**src/design/dmdz_pkg.sv**
```systemverilog
// Shared types and constants of the delayed motion dead-zone filter.
package dmdz_pkg;

   // Field widths
   localparam int DELTA_W = 16;
   localparam int TIME_W  = 32;

   // Configuration registers
   localparam int TIMEOUT_W   = 16;
   localparam int DEAD_ZONE_W = 8;
   localparam int CSR_IDX_W   = 1;
   localparam int CSR_DATA_W  = 16;

   localparam logic [CSR_IDX_W-1:0] CSR_TIMEOUT   = 1'd0;
   localparam logic [CSR_IDX_W-1:0] CSR_DEAD_ZONE = 1'd1;

   localparam logic [TIMEOUT_W-1:0]   TIMEOUT_RESET   = 16'd80;
   localparam logic [DEAD_ZONE_W-1:0] DEAD_ZONE_RESET = 8'd2;

   // Default window depth (window holds WINDOW_DEPTH+1 motions)
   localparam int WINDOW_DEPTH_DEFAULT = 4;

   // One stored motion
   typedef struct packed {
      logic [TIME_W-1:0]         ts;
      logic signed [DELTA_W-1:0] dy;
      logic signed [DELTA_W-1:0] dx;
   } motion_type;

   // Control of one window cell
   typedef struct packed {
      logic shift;
      logic flush;
   } cell_ctrl_type;

   // Control of the running window sums
   typedef struct packed {
      logic shift;
      logic flush;
      logic drop;
   } sum_ctrl_type;

endpackage

```
**src/design/dmdz_cell.sv**
```systemverilog
// One window cell: holds one motion and its valid bit, shifts toward older.
module dmdz_cell (
   input  logic                   clock,
   input  logic                   reset,
   input  dmdz_pkg::cell_ctrl_type ctrl,
   input  logic                   link_valid,
   input  dmdz_pkg::motion_type   link_data,
   output logic                   valid_out,
   output dmdz_pkg::motion_type   data_out
);
   import dmdz_pkg::*;

   logic       valid_ff;
   logic       valid_in;
   motion_type data_ff;

   // Take the neighbor's motion on a shift; a flush during a shift empties the cell
   always_comb begin
      valid_in = valid_ff;
      if (ctrl.shift) begin
         valid_in = link_valid & ~ctrl.flush;
      end
   end

   always_ff @(posedge clock) begin
      if (reset) begin
         valid_ff <= 1'b0;
      end else begin
         valid_ff <= valid_in;
      end
   end

   // Payload needs no reset
   always_ff @(posedge clock) begin
      if (ctrl.shift) begin
         data_ff <= link_data;
      end
   end

   assign valid_out = valid_ff;
   assign data_out  = data_ff;

endmodule

```
**src/design/dmdz_sum.sv**
```systemverilog
// Running window sums of dx and dy with the dead-zone test.
module dmdz_sum #(
   parameter int WINDOW_DEPTH = dmdz_pkg::WINDOW_DEPTH_DEFAULT
) (
   input  logic                                   clock,
   input  logic                                   reset,
   input  dmdz_pkg::sum_ctrl_type                 ctrl,
   input  logic signed [dmdz_pkg::DELTA_W-1:0]    add_dx,
   input  logic signed [dmdz_pkg::DELTA_W-1:0]    add_dy,
   input  logic signed [dmdz_pkg::DELTA_W-1:0]    drop_dx,
   input  logic signed [dmdz_pkg::DELTA_W-1:0]    drop_dy,
   input  logic [dmdz_pkg::DEAD_ZONE_W-1:0]       dead_zone,
   output logic                                   in_zone,
   output logic                                   window_empty_sum
);
   import dmdz_pkg::*;

   localparam int STORE_SIZE = WINDOW_DEPTH + 1;
   localparam int SUM_W      = DELTA_W + $clog2(STORE_SIZE);

   logic signed [SUM_W-1:0] sum_x_ff, sum_x_in;
   logic signed [SUM_W-1:0] sum_y_ff, sum_y_in;
   logic signed [SUM_W-1:0] base_x, base_y;
   logic signed [SUM_W-1:0] sub_x, sub_y;
   logic signed [SUM_W-1:0] dz_pos, dz_neg;

   // Clear on flush, drop the oldest when full, add the new motion
   always_comb begin
      base_x = ctrl.flush ? '0 : sum_x_ff;
      base_y = ctrl.flush ? '0 : sum_y_ff;
      sub_x  = ctrl.drop ? SUM_W'(drop_dx) : '0;
      sub_y  = ctrl.drop ? SUM_W'(drop_dy) : '0;
      sum_x_in = sum_x_ff;
      sum_y_in = sum_y_ff;
      if (ctrl.shift) begin
         sum_x_in = base_x + SUM_W'(add_dx) - sub_x;
         sum_y_in = base_y + SUM_W'(add_dy) - sub_y;
      end
   end

   always_ff @(posedge clock) begin
      if (reset) begin
         sum_x_ff <= '0;
         sum_y_ff <= '0;
      end else begin
         sum_x_ff <= sum_x_in;
         sum_y_ff <= sum_y_in;
      end
   end

   // Both updated sums strictly inside the dead zone
   always_comb begin
      dz_pos  = $signed({{(SUM_W-DEAD_ZONE_W){1'b0}}, dead_zone});
      dz_neg  = -dz_pos;
      in_zone = (sum_x_in < dz_pos) && (sum_x_in > dz_neg) &&
                (sum_y_in < dz_pos) && (sum_y_in > dz_neg);
   end

   assign window_empty_sum = (sum_x_ff == '0) && (sum_y_ff == '0);

endmodule

```
**src/design/delayed_motion_dead_zone_filter.sv**
```systemverilog
// Top level of the delayed motion dead-zone filter.
//
// Usage: motions (dx, dy, timestamp in ms) arrive on the req_ stream; each
// accepted transfer yields exactly one result on the rsp_ stream. The block
// keeps a window of up to WINDOW_DEPTH+1 motions in a row of shift cells,
// newest in cell 0. A new motion whose timestamp lies more than timeout_ms
// after the newest stored one empties the window first. The result is the
// oldest stored motion (the new one if the window was empty); while the
// window fills, the first motion repeats. When both running window sums lie
// strictly inside +/-dead_zone, dx and dy of the result are zero.
// The result is registered in the output register in the cycle after the input
// transfer. Throughput: one motion per cycle while req_tready is high, set by
// the cell shift and the running-sum update.
// Stall: req_tready follows the output register; a held result blocks the
// next transfer only while rsp_tready is low.
// Reset (synchronous): window empty, sums zero, timeout_ms = 80,
// dead_zone = 2. Configuration writes are taken on any cycle with csr_we.
module delayed_motion_dead_zone_filter #(
   parameter int WINDOW_DEPTH = dmdz_pkg::WINDOW_DEPTH_DEFAULT
) (
   input  logic                                 clock,
   input  logic                                 reset,
   // req_tdata: motion_dx[15:0], motion_dy[31:16], timestamp_ms[63:32]
   input  logic                                 req_tvalid,
   output logic                                 req_tready,
   input  logic [63:0]                          req_tdata,
   // rsp_tdata: out_dx[15:0], out_dy[31:16], out_timestamp_ms[63:32]
   output logic                                 rsp_tvalid,
   input  logic                                 rsp_tready,
   output logic [63:0]                          rsp_tdata,
   input  logic                                 csr_we,
   input  logic [dmdz_pkg::CSR_IDX_W-1:0]       csr_index,
   input  logic [dmdz_pkg::CSR_DATA_W-1:0]      csr_wdata
);
   import dmdz_pkg::*;

   localparam int STORE_SIZE = WINDOW_DEPTH + 1;

   logic [TIMEOUT_W-1:0]   timeout_ff;
   logic [DEAD_ZONE_W-1:0] dead_zone_ff;

   logic            accept;
   motion_type      new_motion;
   logic [TIME_W-1:0] gap;
   logic            flush;
   logic [STORE_SIZE-1:0] cell_valid;
   logic [STORE_SIZE-1:0] eff_valid;
   logic [STORE_SIZE-1:0] oldest_hit;
   motion_type      cell_data [STORE_SIZE];
   motion_type      oldest;
   logic            full;
   logic            in_zone;
   logic            window_empty_sum;
   sum_ctrl_type    sum_ctrl;

   logic            rsp_valid_ff;
   motion_type      rsp_data_ff;

   // Configuration registers
   always_ff @(posedge clock) begin
      if (reset) begin
         timeout_ff   <= TIMEOUT_RESET;
         dead_zone_ff <= DEAD_ZONE_RESET;
      end else if (csr_we) begin
         case (csr_index)
            CSR_TIMEOUT:   timeout_ff   <= csr_wdata[TIMEOUT_W-1:0];
            CSR_DEAD_ZONE: dead_zone_ff <= csr_wdata[DEAD_ZONE_W-1:0];
            default: ;
         endcase
      end
   end

   assign req_tready = ~rsp_valid_ff | rsp_tready;
   assign accept     = req_tvalid & req_tready;

   assign new_motion.dx = $signed(req_tdata[15:0]);
   assign new_motion.dy = $signed(req_tdata[31:16]);
   assign new_motion.ts = req_tdata[63:32];

   // Empty the window on a forward gap larger than the timeout
   assign gap   = new_motion.ts - cell_data[0].ts;
   assign flush = cell_valid[0] &&
                  ($signed(gap) > $signed({{(TIME_W-TIMEOUT_W){1'b0}}, timeout_ff}));

   // Row of window cells, newest in cell 0
   for (genvar i = 0; i < STORE_SIZE; i++) begin : g_cell
      cell_ctrl_type ctrl;
      logic          link_valid;
      motion_type    link_data;
      if (i == 0) begin : g_head
         assign ctrl.shift = accept;
         assign ctrl.flush = 1'b0;
         assign link_valid = 1'b1;
         assign link_data  = new_motion;
      end else begin : g_body
         assign ctrl.shift = accept;
         assign ctrl.flush = flush;
         assign link_valid = cell_valid[i-1];
         assign link_data  = cell_data[i-1];
      end
      dmdz_cell u_cell (
         .clock      (clock),
         .reset      (reset),
         .ctrl       (ctrl),
         .link_valid (link_valid),
         .link_data  (link_data),
         .valid_out  (cell_valid[i]),
         .data_out   (cell_data[i])
      );
   end

   // Locate the oldest motion left after a possible flush
   always_comb begin
      eff_valid = cell_valid & ~{STORE_SIZE{flush}};
      full      = eff_valid[STORE_SIZE-1];
      for (int i = 0; i < STORE_SIZE; i++) begin
         if (i == STORE_SIZE - 1) begin
            oldest_hit[i] = eff_valid[i];
         end else begin
            oldest_hit[i] = eff_valid[i] & ~eff_valid[i+1];
         end
      end
   end

   // One-hot select of the oldest motion; the new one when empty
   always_comb begin
      oldest = '0;
      for (int i = 0; i < STORE_SIZE; i++) begin
         oldest = oldest | (cell_data[i] & {$bits(motion_type){oldest_hit[i]}});
      end
      if (!eff_valid[0]) begin
         oldest = new_motion;
      end
   end

   assign sum_ctrl.shift = accept;
   assign sum_ctrl.flush = flush;
   assign sum_ctrl.drop  = full;

   dmdz_sum #(
      .WINDOW_DEPTH (WINDOW_DEPTH)
   ) u_sum (
      .clock            (clock),
      .reset            (reset),
      .ctrl             (sum_ctrl),
      .add_dx           (new_motion.dx),
      .add_dy           (new_motion.dy),
      .drop_dx          (cell_data[STORE_SIZE-1].dx),
      .drop_dy          (cell_data[STORE_SIZE-1].dy),
      .dead_zone        (dead_zone_ff),
      .in_zone          (in_zone),
      .window_empty_sum (window_empty_sum)
   );

   // Output register: hold until the receiver takes the transfer
   always_ff @(posedge clock) begin
      if (reset) begin
         rsp_valid_ff <= 1'b0;
      end else if (accept) begin
         rsp_valid_ff <= 1'b1;
      end else if (rsp_tready) begin
         rsp_valid_ff <= 1'b0;
      end
   end

   always_ff @(posedge clock) begin
      if (accept) begin
         rsp_data_ff.ts <= oldest.ts;
         rsp_data_ff.dx <= in_zone ? '0 : oldest.dx;
         rsp_data_ff.dy <= in_zone ? '0 : oldest.dy;
      end
   end

   assign rsp_tvalid = rsp_valid_ff;
   assign rsp_tdata  = {rsp_data_ff.ts, rsp_data_ff.dy, rsp_data_ff.dx};

   // Valid cells always form a contiguous run from cell 0
   a_valid_contiguous: assert property (@(posedge clock) disable iff (reset)
      ((cell_valid + STORE_SIZE'(1)) & cell_valid) == '0)
      else $error("window cells not contiguous");

   // An accepted motion always lands in cell 0
   a_head_filled: assert property (@(posedge clock) disable iff (reset)
      accept |=> cell_valid[0])
      else $error("accepted motion not stored");

   // Every accepted transfer leaves a result in the output register
   a_result_follows: assert property (@(posedge clock) disable iff (reset)
      accept |=> rsp_tvalid)
      else $error("result missing after transfer");

   // An empty window carries zero sums
   a_empty_sum_zero: assert property (@(posedge clock) disable iff (reset)
      (cell_valid == '0) |-> window_empty_sum)
      else $error("sums nonzero with empty window");

endmodule
```
**config.mk**
```make
export PLATFORM = sky130hd
export DESIGN_NAME = delayed_motion_dead_zone_filter
export DESIGN_NICKNAME = d
export VERILOG_FILES = /design/src/design/dmdz_pkg.sv /design/src/design/dmdz_cell.sv /design/src/design/dmdz_sum.sv /design/src/design/delayed_motion_dead_zone_filter.sv
export SDC_FILE = /design/constraint.sdc
export NUM_CORES = 1
export LEC_CHECK = 0
export ABC_CLOCK_PERIOD_IN_PS = 34900
export BUFFER_PORTS_ARGS = -buffer_cell sky130_fd_sc_hd__buf_2
export CAP_MARGIN = 5
export CORE_MARGIN = 2
export CORE_UTILIZATION = 25
export DETAILED_ROUTE_END_ITERATION = 7
export GPL_TIMING_DRIVEN = 0
export SETUP_SLACK_MARGIN = 0.3
export SLEW_MARGIN = 20
export SYNTH_ARGS = -nofsm -noshare
export SYNTH_HDL_FRONTEND = slang
export SYNTH_SLANG_ARGS = --single-unit
```
**constraint.sdc**
```tcl
create_clock -name clock -period 34.9 [get_ports clock]
set_clock_uncertainty 0.2 [all_clocks]
set_input_delay 5.235 -clock clock [delete_from_list [all_inputs] [get_ports clock]]
set_output_delay 5.235 -clock clock [all_outputs]
set_load 0.005 [all_outputs]
```
==> metrics.cfg <==
[run_status]
violations=DRC
status=finished, violations left

[pwr]
p_int_uw=1100
vdd_drop_max_mv=0.0334
clock_power_share_pct=30.1
power.density_nw_per_um2=58.3
switchingPower_uw=539
seqPwrFrac_pct=40.6
netSwitchingFraction_pct=32.8
p_comb_share_pct=29.3
p_leak_uw=0.0110

[synth]
synth_cell_types=88
syn-num-nets=2382
synthCells=2118
synth_compound_area_share_pct=17.3
yosys_warnings=0
synth_top_family_by_area=compound AO/OA/AOI/OAI gates
yosys.area_share.simple_pct=11.6
ys_seq_area_share_pct=53.6
synth_area_um2=24000
synth_edf_count=384
synth_mux_area_share_pct=0.338
syn_area_per_cell_um2=11.4
ys_seq_elements=452
yosys.area_share.adder_pct=10.4
synth-xor-area-share_pct=1.75
synth-async-reset-ratio_pct=0
synth-main-ff-cell=edfxtp_1

[worst_hold_path]
hold_class=flip-flop to flip-flop

[timing]
finalHoldViolCount=0
fmax_mhz=62.3
maxSlewHeadroom_pct=34.0
fin_hold_ws_ns=0.236
worstMarginPinSlew_ns=0.990
setup_violations=0
setup_tns_ns=0
slew_viol_final=0
rsz0062_at_grt=no
min_period_ns=16.05
fin_crit_sh_pct=46.0

[setup_path]
critPathKind=primary input to flip-flop
max_stage_delay_ns=0.57
worstPathArrival_ns=16.14
crit_fanout=10
crit_path_start_kind=primary input
end_kind=flip-flop
cp_data_required_time_ns=34.99
cp_slowest_cell=a2111oi_0

[clocking]
cts_resized=0
cts_setup_buffers=0
holdBufCountCts=0
clkTransAtPathRegs_ns=0.07
cts-root-buf=clkbuf_16
clk_path_buf_depth=3
cts_tree=built
cts.sinks=452
cts_buffers=45
h-tree-depth=2
insertion_delay_ns=0.61

[placed_design]
io_buffers=150
gp_congestion=0.895
place_hpwl_um=52600

[route]
wl_um=69600
drt_iter0_drc=1518
routedWlPerCell_um=19.1
ant_nets=0
routed_via_density=4.79
dr.pass1.iters=8
drcViolationCount=5
vias=17400

[die]
start_util_pct=25.3
die-area_um2=98700
core_um2=95200
row_count=113
die_x_um=314
fp.dieH_um=314
ios=152

[global_routing]
grt_antenna_before_repair=19
grt_first_pass_wirelength_um=104000
grt_start_max_net_pins=35
grt-ovfl-total=0
grt.total_usage_pct=13.7
grt_pass1_vias=16800

[finish]
nNetsFinal=2593
synthToLayoutAreaGrowth_pct=17.1
drive_above_1_share_pct=13.3
fillerInstances=9736

[run]
drv_cap=0

## cell usage after synthesis (5+ instances only)
cell type	number	area, um^2
inv_1	187	702
xnor2_1	31	272
nand2b_1	5	31.3
and2_1	31	194
mux2i_1	7	70.1
dfxtp_1	68	1360
nor2b_1	36	225
buf_6	5	56.3
a21oi_1	148	741
nor3_1	21	105
a211oi_1	14	105
a221o_1	15	150
clkbuf_1	63	236
fa_1	37	741
nor2_1	123	462
and3_1	41	257
a221oi_1	65	569
o211ai_1	13	97.6
a31oi_1	5	31.3
nor3b_1	6	45.0
o31ai_1	14	105
buf_1	5	18.8
ha_1	141	1760
and4_1	5	43.8
nand4_1	22	138
or3_1	9	56.3
o21a_1	29	218
nand2_1	235	882
o21ai_0	58	290
a221oi_2	24	360
a22oi_1	61	458
nor4_1	6	37.5
buf_4	6	45.0
xor2_1	17	149
nand3_1	27	135
buf_2	16	80.1
a21o_1	35	263
o31a_1	6	52.6
a211o_1	9	78.8
edfxtp_1	384	11500
o21bai_1	7	52.6
## sequential cells by signal, summed over array words and instances, names as in the netlist
name / cells
u_sum.sum_x_ff: 19
u_sum.sum_y_ff: 19
dead_zone_ff: 8
g_cell.u_cell.data_out: 320
g_cell.u_cell.valid_out: 5
rsp_tdata: 64
timeout_ff: 16
rsp_tvalid: 1
## power groups by stage
stage / Clock [uW] / Combinational, uW / Sequential (uW)
after floorplan: 0 / 342 / 682
after global placement: 0 / 469 / 696
after detailed placement: 0 / 477 / 677
after CTS: 504 / 480 / 666
after global routing: 521 / 538 / 672
final: 494 / 482 / 667
## routing by layer
metal / track usage, % / share of wire [%] / up-vias
li1: - / - / 8305
met1: 18.5 / 44 / 8538
met2: 21.8 / 46 / 472
met3: 2.87 / 6.4 / 108
met4: 4.86 / 2.9 / 18
met5: 0 / 0.18 / -
## path summary, 6_finish.rpt
path / slack (ns) / to / start / depth (start not counted)
worst max register to register: 23.13 / rsp_tdata[13]$_SDFFCE_PP0P_ / g_cell[0].u_cell.data_out[32]$_DFFE_PP_ / 45
worst min-delay path: 0.24 / g_cell[3].u_cell.data_out[49]$_DFFE_PP_ / g_cell[2].u_cell.data_out[49]$_DFFE_PP_ / 0
worst min register to register: 0.24 / g_cell[3].u_cell.data_out[49]$_DFFE_PP_ / g_cell[2].u_cell.data_out[49]$_DFFE_PP_ / 0
worst max-delay path: 18.85 / rsp_tdata[13]$_SDFFCE_PP0P_ / req_tdata[32] / 47
## worst max-delay path: cells and delay by family
family | cells | cell delay [ns]
AO/OA/AOI/OAI | 19 | 4.90
AND/OR/NAND/NOR | 13 | 2.21
adder cells (fa/ha/maj) | 6 | 1.95
XOR/XNOR | 2 | 0.29
buffers and inverters | 7 | 1.52
## stage by stage
stage	cell area (um^2)	instances	util, %	setup slack [ns]	power, uW
finish	28200	3638	29.6	18.85	1640
global route	28200	3635	29.6	17.87	1730
CTS	28100	3629	29.6	18.84	1650
detailed placement	26700	3547	28.0	18.20	1150
global placement	26400	3533	27.7	8.38	1160
floorplan	24000	2118	-	14.80	1020
## cells by family (layout without fill, tap and decap cells)
kind of cell	count (synthesis)	in the layout
multiplexers	8	8
XOR/XNOR	48	48
flip-flops	452	452
other	0	9
buffers and inverters	285	531
adder cells (fa/ha/maj)	178	178
AND/OR/NAND/NOR	585	585
AO/OA/AOI/OAI	562	562
## final cells by class
| type | instances | area [um^2] | share of cell area (%) |
|---|---|---|---|
| Inverter | 187 | 702 | 2.49 |
| Antenna cell | 9 | 22.5 | 0.0800 |
| Timing Repair Buffer | 164 | 1050 | 3.71 |
| Sequential cell | 452 | 12900 | 45.8 |
| Clock inverter | 26 | 243 | 0.862 |
| Multi-Input combinational cell | 1381 | 9960 | 35.4 |
| Buffer | 98 | 498 | 1.77 |
| Tap cell | 1265 | 1580 | 5.62 |
| Clock buffer | 56 | 1220 | 4.33 |
## placed cells by master, fill, tap and decap left out, drive strengths merged, types with 16 or more instances in the layout
cell,netlist,routed
and3,42,42
a21o,35,35
xor2,17,17
nand3,28,28
nor3,22,22
a22oi,61,61
o21ai,59,59
and2,31,31
nand4,23,23
edfxtp,384,384
o21a,29,29
inv,187,190
nor2b,36,36
dfxtp,68,68
nor2,123,123
ha,141,141
a21oi,152,152
nand2,235,235
a221oi,89,89
fa,37,37
clkbuf,63,119
clkinv,0,16
xnor2,31,31
buf,35,199
(Power assumes the default switching activity.)
